$ cat config.mk
export PLATFORM = sky130hd
export DESIGN_NAME = multi_message_transmit_queue_unit_flat
export DESIGN_NICKNAME = d
export VERILOG_FILES = /design/src/hw/rtl/mmtq_pkg.sv /design/src/hw/rtl/mmtq_if.sv /design/src/hw/rtl/mmtq_store.sv /design/src/hw/rtl/mmtq_outq.sv /design/src/hw/rtl/multi_message_transmit_queue_unit.sv /design/src/flat_wrapper.sv
export VERILOG_INCLUDE_DIRS = /design/src /design/src/hw/rtl
export SDC_FILE = /design/constraint.sdc
export NUM_CORES = 2
export LEC_CHECK = 0
export ABC_AREA = 1
export BUFFER_PORTS_ARGS = -buffer_cell sky130_fd_sc_hd__buf_2
export CORE_ASPECT_RATIO = 0.8
export CORE_MARGIN = 3
export CORE_UTILIZATION = 57
export CTS_BUF_LIST = sky130_fd_sc_hd__clkbuf_8 sky130_fd_sc_hd__clkbuf_16
export CTS_CLUSTER_SIZE = 24
export DETAILED_ROUTE_END_ITERATION = 12
export PLACE_DENSITY = 0.74
export SYNTH_ARGS = -nofsm -noshare
export SYNTH_HDL_FRONTEND = slang
export SYNTH_SLANG_ARGS = --single-unit
$ cat constraint.sdc
create_clock -name clk_i -period 2.8 [get_ports clk_i]
set_input_delay 0.28 -clock clk_i [delete_from_list [all_inputs] [get_ports clk_i]]
set_output_delay 0.28 -clock clk_i [all_outputs]
set_load 0.01 [all_outputs]
$ cat src/hw/rtl/multi_message_transmit_queue_unit_assert.svh
// Assertion macros for the transmit queue, clocked on clk_i and idle during reset.
`ifndef MULTI_MESSAGE_TRANSMIT_QUEUE_UNIT_ASSERT_SVH
`define MULTI_MESSAGE_TRANSMIT_QUEUE_UNIT_ASSERT_SVH

// Check that cons holds in the same cycle as ante.
`define MMTQ_ASSERT_SAME(lbl, ante, cons) \
  lbl: assert property (@(posedge clk_i) disable iff (!rst_ni) (ante) |-> (cons)) \
    else $error("transmit queue assertion failed");

// Check that cons holds in the cycle after ante.
`define MMTQ_ASSERT_NEXT(lbl, ante, cons) \
  lbl: assert property (@(posedge clk_i) disable iff (!rst_ni) (ante) |=> (cons)) \
    else $error("transmit queue assertion failed");

`endif

$ cat src/hw/rtl/mmtq_pkg.sv
// Package: types, codes and defaults shared by the transmit queue files.
`timescale 1ns / 1ps

package mmtq_pkg;

  localparam int unsigned SLOTS_DEF      = 4;
  localparam int unsigned SLOT_BYTES_DEF = 64;
  localparam int unsigned DMA_MAX        = 65535;
  localparam int unsigned OUTQ_DEPTH     = 4;
  localparam int unsigned OUTQ_PTR_W     = 2;
  localparam int unsigned OUTQ_CNT_W     = 3;

  typedef enum logic [1:0] {
    KIND_PUSH = 2'd0,
    KIND_DONE = 2'd1,
    KIND_READ = 2'd2
  } kind_e;

  typedef enum logic [1:0] {
    RES_STATUS = 2'd0,
    RES_START  = 2'd1,
    RES_DATA   = 2'd2
  } res_kind_e;

  typedef enum logic [1:0] {
    S_IDLE = 2'b01,
    S_WAIT = 2'b10
  } state_e;

  typedef logic [1:0] slot_idx_t;
  typedef logic [6:0] len_t;

  typedef struct packed {
    res_kind_e  result_kind;
    logic       status;
    slot_idx_t  slot_index;
    len_t       length;
    logic [7:0] data_byte;
    logic       last;
  } result_t;

  typedef struct packed {
    logic byte_we;
    logic byte_re;
    logic len_we;
    logic len_re;
  } store_ctl_t;

endpackage

$ cat src/hw/rtl/mmtq_if.sv
// Interfaces: item channel and result channel with valid/ready handshake.
`timescale 1ns / 1ps

interface mmtq_in_if;
  logic       valid;
  logic       ready;
  logic [1:0] kind;
  logic [7:0] byte_value;
  logic       end_of_message;
  logic [1:0] read_slot;
  logic [5:0] read_offset;

  modport source (output valid, kind, byte_value, end_of_message, read_slot, read_offset,
                  input ready);
  modport sink   (input valid, kind, byte_value, end_of_message, read_slot, read_offset,
                  output ready);
endinterface

interface mmtq_out_if;
  logic       valid;
  logic       ready;
  logic [1:0] result_kind;
  logic       status;
  logic [1:0] slot_index;
  logic [6:0] length;
  logic [7:0] data_byte;
  logic       last;

  modport source (output valid, result_kind, status, slot_index, length, data_byte, last,
                  input ready);
  modport sink   (input valid, result_kind, status, slot_index, length, data_byte, last,
                  output ready);
endinterface

$ cat src/hw/rtl/mmtq_store.sv
// Slot byte memory and slot length memory, both with registered read data.
`timescale 1ns / 1ps

module mmtq_store #(
  parameter int unsigned SLOTS      = mmtq_pkg::SLOTS_DEF,
  parameter int unsigned SLOT_BYTES = mmtq_pkg::SLOT_BYTES_DEF
) (
  input  logic                                  clk_i,
  input  mmtq_pkg::store_ctl_t                  ctl_i,
  input  logic [$clog2(SLOTS*SLOT_BYTES)-1:0]   byte_waddr_i,
  input  logic [7:0]                            byte_wdata_i,
  input  logic [$clog2(SLOTS*SLOT_BYTES)-1:0]   byte_raddr_i,
  output logic [7:0]                            byte_rdata_o,
  input  logic [$clog2(SLOTS)-1:0]              len_waddr_i,
  input  mmtq_pkg::len_t                        len_wdata_i,
  input  logic [$clog2(SLOTS)-1:0]              len_raddr_i,
  output mmtq_pkg::len_t                        len_rdata_o
);

  localparam int unsigned Depth = SLOTS * SLOT_BYTES;

  logic [7:0]     byte_mem [Depth];
  mmtq_pkg::len_t len_mem  [SLOTS];
  logic [7:0]     byte_rdata_q;
  mmtq_pkg::len_t len_rdata_q;

  // Byte memory: one write port, one registered read port
  always_ff @(posedge clk_i) begin
    if (ctl_i.byte_we) begin
      byte_mem[byte_waddr_i] <= byte_wdata_i;
    end
    if (ctl_i.byte_re) begin
      byte_rdata_q <= byte_mem[byte_raddr_i];
    end
  end

  // Length memory: written on message end, read on restart
  always_ff @(posedge clk_i) begin
    if (ctl_i.len_we) begin
      len_mem[len_waddr_i] <= len_wdata_i;
    end
    if (ctl_i.len_re) begin
      len_rdata_q <= len_mem[len_raddr_i];
    end
  end

  assign byte_rdata_o = byte_rdata_q;
  assign len_rdata_o  = len_rdata_q;

endmodule

$ cat src/hw/rtl/mmtq_outq.sv
// Result queue: four entries, takes up to two results per cycle, drives the result channel.
`timescale 1ns / 1ps

module mmtq_outq (
  input  logic                                 clk_i,
  input  logic                                 rst_ni,
  input  logic                                 push_first_i,
  input  logic                                 push_second_i,
  input  mmtq_pkg::result_t                    first_i,
  input  mmtq_pkg::result_t                    second_i,
  output logic [mmtq_pkg::OUTQ_CNT_W-1:0]      count_o,
  mmtq_out_if.source                           res_o
);

  mmtq_pkg::result_t                      entry_q [mmtq_pkg::OUTQ_DEPTH];
  logic [mmtq_pkg::OUTQ_PTR_W-1:0]        wr_q, wr_d, rd_q, rd_d, wr_next;
  logic [mmtq_pkg::OUTQ_CNT_W-1:0]        cnt_q, cnt_d;
  logic                                   pop;
  mmtq_pkg::result_t                      head;

  assign head    = entry_q[rd_q];
  assign pop     = res_o.valid && res_o.ready;
  assign wr_next = wr_q + 1'b1;

  // Advance pointers and count
  always_comb begin
    wr_d  = wr_q;
    rd_d  = rd_q;
    cnt_d = cnt_q;
    if (push_first_i) begin
      wr_d  = wr_next;
      cnt_d = cnt_d + 1'b1;
    end
    if (push_first_i && push_second_i) begin
      wr_d  = wr_q + 2'd2;
      cnt_d = cnt_d + 1'b1;
    end
    if (pop) begin
      rd_d  = rd_q + 1'b1;
      cnt_d = cnt_d - 1'b1;
    end
  end

  always_ff @(posedge clk_i or negedge rst_ni) begin
    if (!rst_ni) begin
      wr_q  <= '0;
      rd_q  <= '0;
      cnt_q <= '0;
    end else begin
      wr_q  <= wr_d;
      rd_q  <= rd_d;
      cnt_q <= cnt_d;
    end
  end

  // Store beats
  always_ff @(posedge clk_i) begin
    if (push_first_i) begin
      entry_q[wr_q] <= first_i;
    end
    if (push_first_i && push_second_i) begin
      entry_q[wr_next] <= second_i;
    end
  end

  assign count_o           = cnt_q;
  assign res_o.valid       = (cnt_q != '0);
  assign res_o.result_kind = head.result_kind;
  assign res_o.status      = head.status;
  assign res_o.slot_index  = head.slot_index;
  assign res_o.length      = head.length;
  assign res_o.data_byte   = head.data_byte;
  assign res_o.last        = head.last;

endmodule

$ cat src/hw/rtl/multi_message_transmit_queue_unit.sv
// Top level: transmit queue control, slot memories and result queue.
`timescale 1ns / 1ps
`include "multi_message_transmit_queue_unit_assert.svh"

// Ring of SLOTS message slots of SLOT_BYTES bytes each in front of one transmitter.
// Push beats store message bytes (extra bytes are dropped, a message that starts
// with all slots pending is rejected whole) and the end-of-message beat returns a
// status result, plus a start command when the transmitter was idle. Done beats
// free the oldest slot and start the next one; read beats return a stored byte.
// A read beat and a done beat that restarts the transmitter pass through S_WAIT,
// where the registered read of the byte or length memory completes; other beats
// need no wait state. Results pass through a four-entry queue, and the input stalls
// while fewer than two queue entries are free. Reading a byte that was never
// written returns an undefined value.
module multi_message_transmit_queue_unit #(
  parameter int unsigned SLOTS      = mmtq_pkg::SLOTS_DEF,
  parameter int unsigned SLOT_BYTES = mmtq_pkg::SLOT_BYTES_DEF
) (
  input  logic       clk_i,
  input  logic       rst_ni,
  mmtq_in_if.sink    item_i,
  mmtq_out_if.source res_o
);

  localparam int unsigned Cap   = (SLOT_BYTES < mmtq_pkg::DMA_MAX) ? SLOT_BYTES
                                                                   : mmtq_pkg::DMA_MAX;
  localparam int unsigned SlotW = $clog2(SLOTS);
  localparam int unsigned PendW = $clog2(SLOTS + 1);
  localparam int unsigned SumW  = PendW + 1;
  localparam int unsigned FillW = $clog2(Cap + 1);
  localparam int unsigned AddrW = $clog2(SLOTS * SLOT_BYTES);

  mmtq_pkg::state_e   state_q, state_d;
  logic [PendW-1:0]   pending_q, pending_d;
  logic [SlotW-1:0]   wslot_q, wslot_d;
  logic [FillW-1:0]   fill_q, fill_d;
  logic               in_msg_q, in_msg_d;
  logic               rej_q, rej_d;
  logic               busy_q, busy_d;
  logic               wait_read_q, wait_read_d;
  logic [SlotW-1:0]   wait_slot_q, wait_slot_d;
  logic               rd_oob_q, rd_oob_d;

  logic                                 acc;
  logic [mmtq_pkg::OUTQ_CNT_W-1:0]      oq_count;
  logic                                 push_first, push_second;
  mmtq_pkg::result_t                    res_first, res_second;
  mmtq_pkg::store_ctl_t                 st_ctl;
  logic [AddrW-1:0]                     byte_waddr, byte_raddr;
  logic [7:0]                           byte_rdata;
  mmtq_pkg::len_t                       len_wdata, len_rdata;
  logic [SlotW-1:0]                     len_raddr;

  logic               rej_eff, store_byte, rd_in_range;
  logic [FillW-1:0]   fill_eff, fill_new;
  logic [SlotW-1:0]   wslot_inc, oldest;
  logic [PendW-1:0]   pend_dec;
  logic [SumW-1:0]    old_sum;

  assign item_i.ready = (state_q == mmtq_pkg::S_IDLE) &&
                        (oq_count <= mmtq_pkg::OUTQ_CNT_W'(mmtq_pkg::OUTQ_DEPTH - 2));
  assign acc = item_i.valid && item_i.ready;

  // Open a message on its first byte, then decide whether this byte is kept
  assign rej_eff    = in_msg_q ? rej_q : (pending_q >= PendW'(SLOTS));
  assign fill_eff   = in_msg_q ? fill_q : '0;
  assign store_byte = !rej_eff && (fill_eff < FillW'(Cap));
  assign fill_new   = fill_eff + FillW'(store_byte);
  assign byte_waddr = AddrW'(wslot_q) * AddrW'(SLOT_BYTES) + AddrW'(fill_eff);
  assign wslot_inc  = (wslot_q == SlotW'(SLOTS - 1)) ? '0 : wslot_q + 1'b1;
  assign len_wdata  = mmtq_pkg::len_t'(fill_new);

  // Oldest pending slot after a done beat retires one
  assign pend_dec = pending_q - 1'b1;
  assign old_sum  = SumW'(wslot_q) + SumW'(SLOTS) - SumW'(pend_dec);
  assign oldest   = (old_sum >= SumW'(SLOTS)) ? SlotW'(old_sum - SumW'(SLOTS))
                                              : SlotW'(old_sum);
  assign len_raddr = oldest;

  // Byte read address, zero data when out of range
  assign rd_in_range = (32'(item_i.read_slot) < SLOTS) &&
                       (32'(item_i.read_offset) < SLOT_BYTES);
  assign byte_raddr  = rd_in_range ?
                       AddrW'(item_i.read_slot) * AddrW'(SLOT_BYTES) +
                       AddrW'(item_i.read_offset) : '0;

  // Sequence one beat at a time
  always_comb begin
    state_d     = state_q;
    pending_d   = pending_q;
    wslot_d     = wslot_q;
    fill_d      = fill_q;
    in_msg_d    = in_msg_q;
    rej_d       = rej_q;
    busy_d      = busy_q;
    wait_read_d = wait_read_q;
    wait_slot_d = wait_slot_q;
    rd_oob_d    = rd_oob_q;
    st_ctl      = '0;
    push_first  = 1'b0;
    push_second = 1'b0;
    res_first   = '0;
    res_second  = '0;

    if (state_q == mmtq_pkg::S_WAIT) begin
      // Emit the result whose memory read finished
      push_first     = 1'b1;
      res_first.last = 1'b1;
      state_d        = mmtq_pkg::S_IDLE;
      if (wait_read_q) begin
        res_first.result_kind = mmtq_pkg::RES_DATA;
        res_first.data_byte   = rd_oob_q ? 8'd0 : byte_rdata;
      end else begin
        res_first.result_kind = mmtq_pkg::RES_START;
        res_first.slot_index  = mmtq_pkg::slot_idx_t'(wait_slot_q);
        res_first.length      = len_rdata;
      end
    end else if (acc) begin
      unique case (mmtq_pkg::kind_e'(item_i.kind))
        mmtq_pkg::KIND_PUSH: begin
          st_ctl.byte_we = store_byte;
          if (!item_i.end_of_message) begin
            in_msg_d = 1'b1;
            rej_d    = rej_eff;
            fill_d   = fill_new;
          end else begin
            in_msg_d   = 1'b0;
            rej_d      = 1'b0;
            fill_d     = '0;
            push_first = 1'b1;
            if (rej_eff) begin
              res_first.status = 1'b1;
              res_first.last   = 1'b1;
            end else begin
              st_ctl.len_we        = 1'b1;
              pending_d            = pending_q + 1'b1;
              wslot_d              = wslot_inc;
              res_first.slot_index = mmtq_pkg::slot_idx_t'(wslot_q);
              res_first.length     = len_wdata;
              if (pending_q == '0 && !busy_q) begin
                busy_d                 = 1'b1;
                push_second            = 1'b1;
                res_second.result_kind = mmtq_pkg::RES_START;
                res_second.slot_index  = mmtq_pkg::slot_idx_t'(wslot_q);
                res_second.length      = len_wdata;
                res_second.last        = 1'b1;
              end else begin
                res_first.last = 1'b1;
              end
            end
          end
        end
        mmtq_pkg::KIND_DONE: begin
          if (busy_q && pending_q != '0) begin
            pending_d = pend_dec;
            busy_d    = 1'b0;
            if (pend_dec != '0) begin
              busy_d        = 1'b1;
              st_ctl.len_re = 1'b1;
              wait_read_d   = 1'b0;
              wait_slot_d   = oldest;
              state_d       = mmtq_pkg::S_WAIT;
            end
          end
        end
        mmtq_pkg::KIND_READ: begin
          st_ctl.byte_re = 1'b1;
          wait_read_d    = 1'b1;
          rd_oob_d       = !rd_in_range;
          state_d        = mmtq_pkg::S_WAIT;
        end
        default: begin
          // drop unused kind
        end
      endcase
    end
  end

  always_ff @(posedge clk_i or negedge rst_ni) begin
    if (!rst_ni) begin
      state_q   <= mmtq_pkg::S_IDLE;
      pending_q <= '0;
      wslot_q   <= '0;
      fill_q    <= '0;
      in_msg_q  <= 1'b0;
      rej_q     <= 1'b0;
      busy_q    <= 1'b0;
    end else begin
      state_q   <= state_d;
      pending_q <= pending_d;
      wslot_q   <= wslot_d;
      fill_q    <= fill_d;
      in_msg_q  <= in_msg_d;
      rej_q     <= rej_d;
      busy_q    <= busy_d;
    end
  end

  // Hold the pending memory-read context
  always_ff @(posedge clk_i) begin
    wait_read_q <= wait_read_d;
    wait_slot_q <= wait_slot_d;
    rd_oob_q    <= rd_oob_d;
  end

  mmtq_store #(
    .SLOTS      (SLOTS),
    .SLOT_BYTES (SLOT_BYTES)
  ) u_store (
    .clk_i        (clk_i),
    .ctl_i        (st_ctl),
    .byte_waddr_i (byte_waddr),
    .byte_wdata_i (item_i.byte_value),
    .byte_raddr_i (byte_raddr),
    .byte_rdata_o (byte_rdata),
    .len_waddr_i  (wslot_q),
    .len_wdata_i  (len_wdata),
    .len_raddr_i  (len_raddr),
    .len_rdata_o  (len_rdata)
  );

  mmtq_outq u_outq (
    .clk_i         (clk_i),
    .rst_ni        (rst_ni),
    .push_first_i  (push_first),
    .push_second_i (push_second),
    .first_i       (res_first),
    .second_i      (res_second),
    .count_o       (oq_count),
    .res_o         (res_o)
  );

  `MMTQ_ASSERT_SAME(a_pending_bound, 1'b1, pending_q <= PendW'(SLOTS))
  `MMTQ_ASSERT_SAME(a_busy_has_pending, busy_q, pending_q != '0)
  `MMTQ_ASSERT_SAME(a_reject_in_msg, rej_q, in_msg_q)
  `MMTQ_ASSERT_NEXT(a_wait_one_cycle, state_q == mmtq_pkg::S_WAIT, state_q == mmtq_pkg::S_IDLE)

endmodule

$ cat src/flat_wrapper.sv
// flat-port wrapper written by rule: the top's interface ports become plain ports
module multi_message_transmit_queue_unit_flat 
#(
  parameter int unsigned SLOTS      = mmtq_pkg::SLOTS_DEF,
  parameter int unsigned SLOT_BYTES = mmtq_pkg::SLOT_BYTES_DEF
)
  (clk_i, rst_ni, item_i_valid, item_i_kind, item_i_byte_value, item_i_end_of_message, item_i_read_slot, item_i_read_offset, item_i_ready, res_o_valid, res_o_result_kind, res_o_status, res_o_slot_index, res_o_length, res_o_data_byte, res_o_last, res_o_ready);
  mmtq_in_if item_i_i ();
  mmtq_out_if res_o_i ();
  input  logic clk_i;
  input  logic rst_ni;
  input wire logic [$bits(item_i_i.valid)-1:0] item_i_valid;
  input wire logic [$bits(item_i_i.kind)-1:0] item_i_kind;
  input wire logic [$bits(item_i_i.byte_value)-1:0] item_i_byte_value;
  input wire logic [$bits(item_i_i.end_of_message)-1:0] item_i_end_of_message;
  input wire logic [$bits(item_i_i.read_slot)-1:0] item_i_read_slot;
  input wire logic [$bits(item_i_i.read_offset)-1:0] item_i_read_offset;
  output wire logic [$bits(item_i_i.ready)-1:0] item_i_ready;
  output wire logic [$bits(res_o_i.valid)-1:0] res_o_valid;
  output wire logic [$bits(res_o_i.result_kind)-1:0] res_o_result_kind;
  output wire logic [$bits(res_o_i.status)-1:0] res_o_status;
  output wire logic [$bits(res_o_i.slot_index)-1:0] res_o_slot_index;
  output wire logic [$bits(res_o_i.length)-1:0] res_o_length;
  output wire logic [$bits(res_o_i.data_byte)-1:0] res_o_data_byte;
  output wire logic [$bits(res_o_i.last)-1:0] res_o_last;
  input wire logic [$bits(res_o_i.ready)-1:0] res_o_ready;
  assign item_i_i.valid = item_i_valid;
  assign item_i_i.kind = item_i_kind;
  assign item_i_i.byte_value = item_i_byte_value;
  assign item_i_i.end_of_message = item_i_end_of_message;
  assign item_i_i.read_slot = item_i_read_slot;
  assign item_i_i.read_offset = item_i_read_offset;
  assign item_i_ready = item_i_i.ready;
  assign res_o_valid = res_o_i.valid;
  assign res_o_result_kind = res_o_i.result_kind;
  assign res_o_status = res_o_i.status;
  assign res_o_slot_index = res_o_i.slot_index;
  assign res_o_length = res_o_i.length;
  assign res_o_data_byte = res_o_i.data_byte;
  assign res_o_last = res_o_i.last;
  assign res_o_i.ready = res_o_ready;
  multi_message_transmit_queue_unit #(.SLOTS(SLOTS), .SLOT_BYTES(SLOT_BYTES)) u_core (.clk_i(clk_i), .rst_ni(rst_ni), .item_i(item_i_i), .res_o(res_o_i));
endmodule
### Word-level counts from Yosys, hierarchy flattened

Memory sizes are Yosys's and may differ from the RTL's. A register that Yosys moved wholly into a read port is not among the register bits.
Index checks and enable logic that the tools add are counted.

| operators by class | value |
|---|---|
| $add $sub $neg | 15 |
| $lt $le $gt $ge | 4 |
| equality and inequality tests | 12 |
| mux-type cells | 87 |
| bitwise operators | 2 |
| reductions and logical operators | 26 |

Operator list:

| kind | count |
|---|---|
| 9-bit 2-to-1 mux | 9 |
| 1-bit 2-to-1 mux | 45 |
| 10-bit 2-to-1 mux | 3 |
| 2-bit 2-to-1 mux | 14 |
| 3-bit 2-to-1 mux | 6 |
| 8-bit 2-to-1 mux | 2 |
| 5-bit AND reduction | 3 |
| 7-bit 2-to-1 mux | 2 |
| 3-bit nonzero test | 4 |
| 3-bit by 1-bit adder with 3-bit output (second input constant) | 3 |
| 8-bit by 6-bit adder with 8-bit output | 1 |
| 8-bit by 7-bit adder with 8-bit output | 1 |
| 4-bit 2-to-1 mux | 2 |
| 2-bit nonzero test | 4 |
| 7-bit by 1-bit adder with 7-bit output | 1 |
| 1-bit logical AND | 7 |
| 7-bit less-than comparator (second input constant) | 1 |
| 7-bit AND reduction | 1 |
| 2-bit by 1-bit adder with 2-bit output (second input constant) | 3 |
| 2-bit == test (second input constant) | 3 |
| 2-bit by 1-bit inequality test with 1-bit output (second input constant) | 3 |
| 3-bit by 1-bit inequality test with 1-bit output (second input constant) | 2 |
| 3-bit case mux with 2 select lines | 1 |
| 6-bit AND reduction | 1 |
| 18 further kinds | 24 |

| storage, ports and cells | value |
|---|---|
| flip-flop bits (word level) | 27 |
| bits in writable memories | 2160 |
| output and inout bits | 23 |
| logic and storage cells | 161 |
| memories kept | 3 |

Memories:

| memory | words | width | rd ports | clocked after memory_dff | wr ports | RTL line | RTL |
|---|---|---|---|---|---|---|---|
| u_core.u_store.byte_mem | 256 | 8 | 1 | 1 | 1 | mmtq_store.sv:22 | `logic [7:0] byte_mem [Depth];` |
| u_core.u_outq.entry_q | 4 | 21 | 1 | 0 | 2 | mmtq_outq.sv:15 | `mmtq_pkg::result_t entry_q [mmtq_pkg::OUTQ_DEPTH];` |
| u_core.u_store.len_mem | 4 | 7 | 1 | 1 | 1 | mmtq_store.sv:23 | `mmtq_pkg::len_t len_mem [SLOTS];` |

### Longest topological paths before layout

| depth | value |
|---|---|
| depth after elaboration | 12 |
| gate-level depth with buffers | 18 |

### By module

From an unflattened synthesis, not the netlist that was laid out.

| second synthesis, totals | value |
|---|---|
| cell total of the unflattened synthesis | 7823 |
| area, all modules | 91143.7 um^2 |

Modules (own cells, without submodules):

| module | times used | cells each | area each (um^2) | sequential area each (um^2) |
|---|---|---|---|---|
| mmtq_store | 1 | 7082 | 84767.5 | 62790.2 |
| mmtq_outq | 1 | 491 | 4743.3 | 2697.6 |
| multi_message_transmit_queue_unit | 1 | 250 | 1632.8 | 516.7 |

### Worst setup path before layout

OpenSTA, ideal clock, no wires.

| timing path | value |
|---|---|
| path type | reg-to-reg |
| start point | reg u_core.u_outq.cnt_q (netlist bit u_core.u_outq.count_o[0]) |
| end point | reg u_core.u_outq.cnt_q (netlist bit u_core.u_outq.count_o[2]) |
| library setup time | 124 ps |
| data arrival time | 2638 ps |
| required time | 2676 ps |
| path slack | 37 ps |
| stages on the path, launching flop included | 19 |
| path buffers | 1 |
| period minus slack after synthesis | 2763 ps |
| cell sequence | dfrtp_1 > inv_1 > ha_1 > nor2_1 > nor2_2 > nand2_4 > nor2_8 > inv_2 > nand2_4 > buf_6 > nand2_4 > nand2_4 > ha_1 > or2_2 > nand2_1 > ha_1 > nand3_1 > xor2_1 > xnor2_1 |

| on the way | value |
|---|---|
| cells in the longest elaborated chain, start to end | 10 |
| elaborated cells between the ends (all ways) | 16 |
| classes of those cells | add/sub: 3; order compare: 1; mux: 7; reduce/logical: 5 |

Ends and longest elaborated chain:

| what | RTL line | RTL |
|---|---|---|
| start, declared | mmtq_outq.sv:17 | `logic [mmtq_pkg::OUTQ_CNT_W-1:0] cnt_q, cnt_d;` |
| start signal, assigned | mmtq_outq.sv:52 | `cnt_q <= cnt_d;` |
| 3-bit by 2-bit <= comparator with 1-bit output * | multi_message_transmit_queue_unit.sv:61 | `(oq_count <= mmtq_pkg::OUTQ_CNT_W'(mmtq_pkg::OUTQ_DEPTH - 2));` |
| 1-bit logical AND * | multi_message_transmit_queue_unit.sv:60 | `assign item_i.ready = (state_q == mmtq_pkg::S_IDLE) &&` |
| named net item_i_ready | flat_wrapper.sv:18 | `output wire logic [$bits(item_i_i.ready)-1:0] item_i_ready;` |
| 1-bit logical AND * | multi_message_transmit_queue_unit.sv:62 | `assign acc = item_i.valid && item_i.ready;` |
| 1-bit 2-to-1 mux | multi_message_transmit_queue_unit.sv:118 | `end else if (acc) begin` |
| 1-bit 2-to-1 mux | multi_message_transmit_queue_unit.sv:105 | `if (state_q == mmtq_pkg::S_WAIT) begin` |
| 3-bit 2-to-1 mux | mmtq_outq.sv:30 | `if (push_first_i) begin` |
| 3-bit by 1-bit adder with 3-bit output | mmtq_outq.sv:36 | `cnt_d = cnt_d + 1'b1;` |
| 3-bit 2-to-1 mux * | mmtq_outq.sv:34 | `if (push_first_i && push_second_i) begin` |
| 3-bit by 1-bit subtractor with 3-bit output | mmtq_outq.sv:40 | `cnt_d = cnt_d - 1'b1;` |
| 3-bit 2-to-1 mux * | mmtq_outq.sv:38 | `if (pop) begin` |
| named net u_core.u_outq.cnt_d, one bit | mmtq_outq.sv:17 |  |

Mark *: on every way through the listed nets, which the timed path passes. The rest lies on a longest branch.
A chain may end at the register's enable or synchronous reset.

### Worst setup path in the final report

| timing path | value |
|---|---|
| start point | reg u_core.u_outq.cnt_q (netlist bit u_core.u_outq.count_o[0]) |
| end point | mem u_core.u_store.byte_mem[42][6], enable pin |

| on the way | value |
|---|---|
| cells in the longest elaborated chain, start to end | 7 |

Ends and longest elaborated chain:

| what | RTL line | RTL |
|---|---|---|
| 3-bit by 2-bit <= comparator with 1-bit output | multi_message_transmit_queue_unit.sv:61 |  |
| 1-bit logical AND | multi_message_transmit_queue_unit.sv:60 |  |
| 1-bit logical AND | multi_message_transmit_queue_unit.sv:62 |  |
| 4-bit 2-to-1 mux | multi_message_transmit_queue_unit.sv:118 |  |
| 4-bit 2-to-1 mux | multi_message_transmit_queue_unit.sv:105 |  |
| 1-bit 2-to-1 mux | mmtq_store.sv:29 | `if (ctl_i.byte_we) begin` |
| 1-bit 2-to-1 mux (not written as such) | mmtq_store.sv:30 | `byte_mem[byte_waddr_i] <= byte_wdata_i;` |
| end, declared | mmtq_store.sv:22 |  |

Every way passes these cells.

==> metrics.md <==
| Metric | Value |
|---|---|
| R2R cell count | `13` |
| Final WL | `242 mm` |
| Ys async rst share | `under 10%` |
| Io pins | `46` |
| Hold Fails Final Rpt | `0` |
| Global routing usage on met1 | `43.0%` |
| Logic pwr share | `slightly below 6%` |
| Crit-path max FO | `8` |
| Worst-Margin Slew | `0.833 ns` |
| Top_reg_cell synth | `edfxtp_1` |
| Mean Syn Cell Area | `roughly 12 um^2` |
| Initial Util | `57.9%` |
| First-pass GRT wire length | `between 300 and 400 mm` |
| Most common cell after layout, fill and taps aside | `nand2_1` |
| Most frequent cells in the layout | `nand2_1, edfxtp_1, nand3_1, buf_4, nor2_1` |
| Core area | `156000 um^2` |
| Outcome | `completed` |
| Clk_lat worst skew | `0.85 ns` |
| Pleak | `37.0 nW` |
| Slew HR | `44.2%` |
| Placer Congestion | `0.908` |
| Grt met2 use | `between 40 and 50%` |
| Number of flops mapped to enable cells by yosys | `between 2000 and 2500` |
| Row cnt | `~130` |
| Startpoint types | `flip-flop` |
| Slowest CP cell | `dfrtp_1` |
| Internal Power | `between 50 and 60 mW` |
| DP HPWL | `147 mm` |
| Initial antenna violation count | `7` |
| Full die area | `163000 um^2` |
| Max clock buf depth | `3` |
| RR Endpoint | `u_core.u_store.byte_mem[42][6]` |
| Initial DRC Count | `around 10000` |
| Setup CP Type | `flip-flop to flip-flop` |
| Vias in the first global route | `between 50000 and 60000` |
| Die height | `around 360 um` |
| Number of remaining DRC errors | `0` |
| Multiplexer area fraction after synthesis | `0.0777%` |
| Worst Setup SP | `u_core.u_outq.count_o[0]` |
| CP max stage delay | `0.41 ns` |
| CTS sink count | `2202` |
| Final critical-path share of the clock period | `95.9%` |
| H-tree levels | `4` |
| Peak VDD IR | `0.536 mV` |
| Chip Width | `451 um` |
| CP Capture Type | `flip-flop` |
| Cell count along the critical path | `13` |
| Crit path max-delay family | `simple AND/OR/NAND/NOR gates` |
| Grt total ovfl | `0` |
| Fin Setup TNS | `0 ns` |
| Area Growth Syn to Fin | `13.7%` |
| Fin. max-slew vios | `0` |
| YS warnings | `0` |
| Crit path cell chain | `inv_1 > ha_1 > nor2_1 > nor2_2 > nand2_4 > buf_4 > nor2_8 > nand2_4 > nor3_4 > nand2_2 > buf_4 > nor2_1 > buf_4` |
| TritonCTS buffer count | `around 200` |
| Cells after synthesis | `7691` |
| Crit path buf inv count | `4` |
| Final setup violating endpoints | `0` |
| Fmax | `~0.37 GHz` |
| Layout cells sized above 1 | `11.7%` |
| Max Cap Violations | `0` |
| Mapped Area | `90200 um^2` |
| NetSw | `14.7 mW` |
| PwrDens | `643 nW/um^2` |
| Routed Antenna Nets | `0` |
| Largest net degree at the start of global routing | `131` |
| Register bit total from synthesis | `2202` |
| Largest family of logic cells by synthesized area | `simple AND/OR/NAND/NOR gates` |
| CTS tree | `built` |
| Routed WL per cell | `23.6 um` |
| Seq pwr share | `54.7%` |
| Final #Nets | `8052` |
| Fin crit period | `2.69 ns` |
| Distinct cells, synth | `40` |
| Met3 GRT Util | `6.62%` |
| R2R Path Start | `u_core.u_outq.count_o[0]` |
| GRT Total Usage | `29.4%` |
| IO Port Bufs | `45` |
| Switching portion of total power | `22.3%` |
| CP most frequent cell | `buf_4` |
| Sequential area share after synthesis | `72.7%` |
| Post-route total power | `between 60 and 70 mW` |
| Reg2Reg Setup Slack | `0.11 ns` |
| Post-Synth Simple-Gate Area | `approximately 22%` |
| Post-synthesis compound-gate area fraction | `1.23%` |
| Syn nets | `7738` |
| DR vias/cell | `6.13` |
| Most used routing layer | `met2` |
| Routed vias | `63000` |
| Clock Skew | `between 0.03 and 0.04 ns` |
| Clock power frac | `between 30% and 40%` |
| CTS Root Cell | `clkbuf_16` |
| Worst min path class | `input pin to flip-flop` |
| Worst EP arrival | `3.21 ns` |
| Adder-cell share of the synthesized area | `less than 1%` |
| Required @ worst endpoint | `3.33 ns` |
| Xor and xnor area share after synthesis | `0.173%` |
| Clk slew on worst S/H paths | `0.07 ns` |
| Worst Setup EP | `u_core.u_store.byte_mem[42][6]` |
| DR pass1 iterations | `6` |
timing repair:
item	CTS	global route
endpoints found under the setup margin	2	75
hold buffers	18	0
setup buffers	0	2
gates cloned	0	0
pin swaps	0	3
gates resized for setup	2	8
hold endpoints to repair	513	0
power by group through the flow:
stage / sequential (mW) / combinational [mW] / clock, mW
detailed placement: 36.8 / 3.73 / 0
CTS: 36.1 / 3.78 / 26.2
global route: 36.1 / 4.13 / 27.6
floorplan: 36.8 / 1.96 / 0
finish: 36.1 / 3.85 / 26.0
global placement: 36.8 / 3.64 / 0
layout make-up:
cell class	count	area (um^2)
diodes	5	12.5
clock buffers	205	5100
clock inverters	161	1060
fillers	11100	53300
inverters	71	308
multi-input cells	4901	21900
flip-flops and latches	2202	65600
well taps	2096	2620
repair buffers	631	5940
cells in the mapped netlist (9+ instances only):
cell type	number	area share (%)
dfxtp_1	40	0.89
clkbuf_1	137	0.57
xor2_1	14	0.14
nand3_1	2075	12
buf_1	61	0.25
o22ai_1	24	0.17
o211ai_1	9	0.075
o21ai_0	143	0.79
nand2_2	15	0.10
buf_6	15	0.19
inv_1	62	0.26
buf_4	9	0.075
nand2_1	2201	9.2
ha_1	24	0.33
dfrtp_1	23	0.64
edfxtp_1	2138	71
nor2_1	330	1.4
buf_2	295	1.6
how the worst min path moves through the flow:
| stage | from | endpoint | slack, ns | cells past startpoint |
|---|---|---|---|---|
| finish | item_i_read_slot[0] | u_core.u_store.byte_rdata_o[1] | 0.29 | 6 |
| global route | item_i_read_slot[0] | u_core.u_store.byte_rdata_o[1] | 0.32 | 6 |
| CTS | item_i_read_slot[0] | u_core.u_store.byte_rdata_o[1] | 0.24 | 6 |
| detailed placement | rst_ni | u_core.u_outq.count_o[1] | 0.32 | 1 |
| global placement | rst_ni | u_core.u_outq.count_o[1] | 0.31 | 1 |
| floorplan | rst_ni | u_core.busy_q | -0.02 | 0 |
worst register-to-register path, cell delays in order, from the launching register on:
cell and delay [ns]:
dfrtp_1 0.41, inv_1 0.09, ha_1 0.15, nor2_1 0.06
nor2_2 0.14, nand2_4 0.09, buf_4 0.19, nor2_8 0.10
nand2_4 0.10, nor3_4 0.30, nand2_2 0.11, buf_4 0.24
nor2_1 0.18, buf_4 0.23
logic make-up after synthesis:
family	after synthesis
xor+xnor	17
buf+inv	588
simple gates	4651
compound gates	202
fa+ha+maj	24
mux	7
flops	2202
state kept, by name, indices dropped and copies added, names as in the netlist:
signal / cells
u_core.busy_q: 1
u_core.wait_read_q: 1
u_core.rej_q: 1
u_core.u_outq.rd_q: 2
u_core.u_outq.wr_q: 2
u_core.u_store.len_rdata_o: 7
u_core.wslot_q: 2
u_core.wait_slot_q: 2
u_core.pending_q: 3
u_core.fill_q: 7
u_core.u_outq.count_o: 3
u_core.u_store.byte_rdata_o: 8
u_core.u_outq.entry_q: 84
u_core.u_store.byte_mem: 2048
u_core.u_store.len_mem: 28
u_core.state_q: 2
u_core.in_msg_q: 1
metal layers:
| metal | wire (um) | share of wire [%] |
|---|---|---|
| met1 | 94600 | 39 |
| met2 | 107000 | 44 |
| met3 | 30700 | 13 |
| met4 | 9570 | 4.0 |
| met5 | 22 | 0.0091 |
through the flow:
stage          setup WS, ns  cells  cell area [um^2]  util, %  hold slack (ns)
4_1_cts               0.124  10300            103000     65.8            0.243
3_5_place_dp          0.139   9881             96200     61.7            0.316
3_3_place_gp         0.0841   9881             96200     61.7            0.310
6_report              0.114  10300            103000     65.8            0.285
5_1_grt             -0.0379  10300            103000     65.8            0.320
2_1_floorplan        0.0374   7691             90200        -          -0.0156
Power figures use the tool's default switching activity.
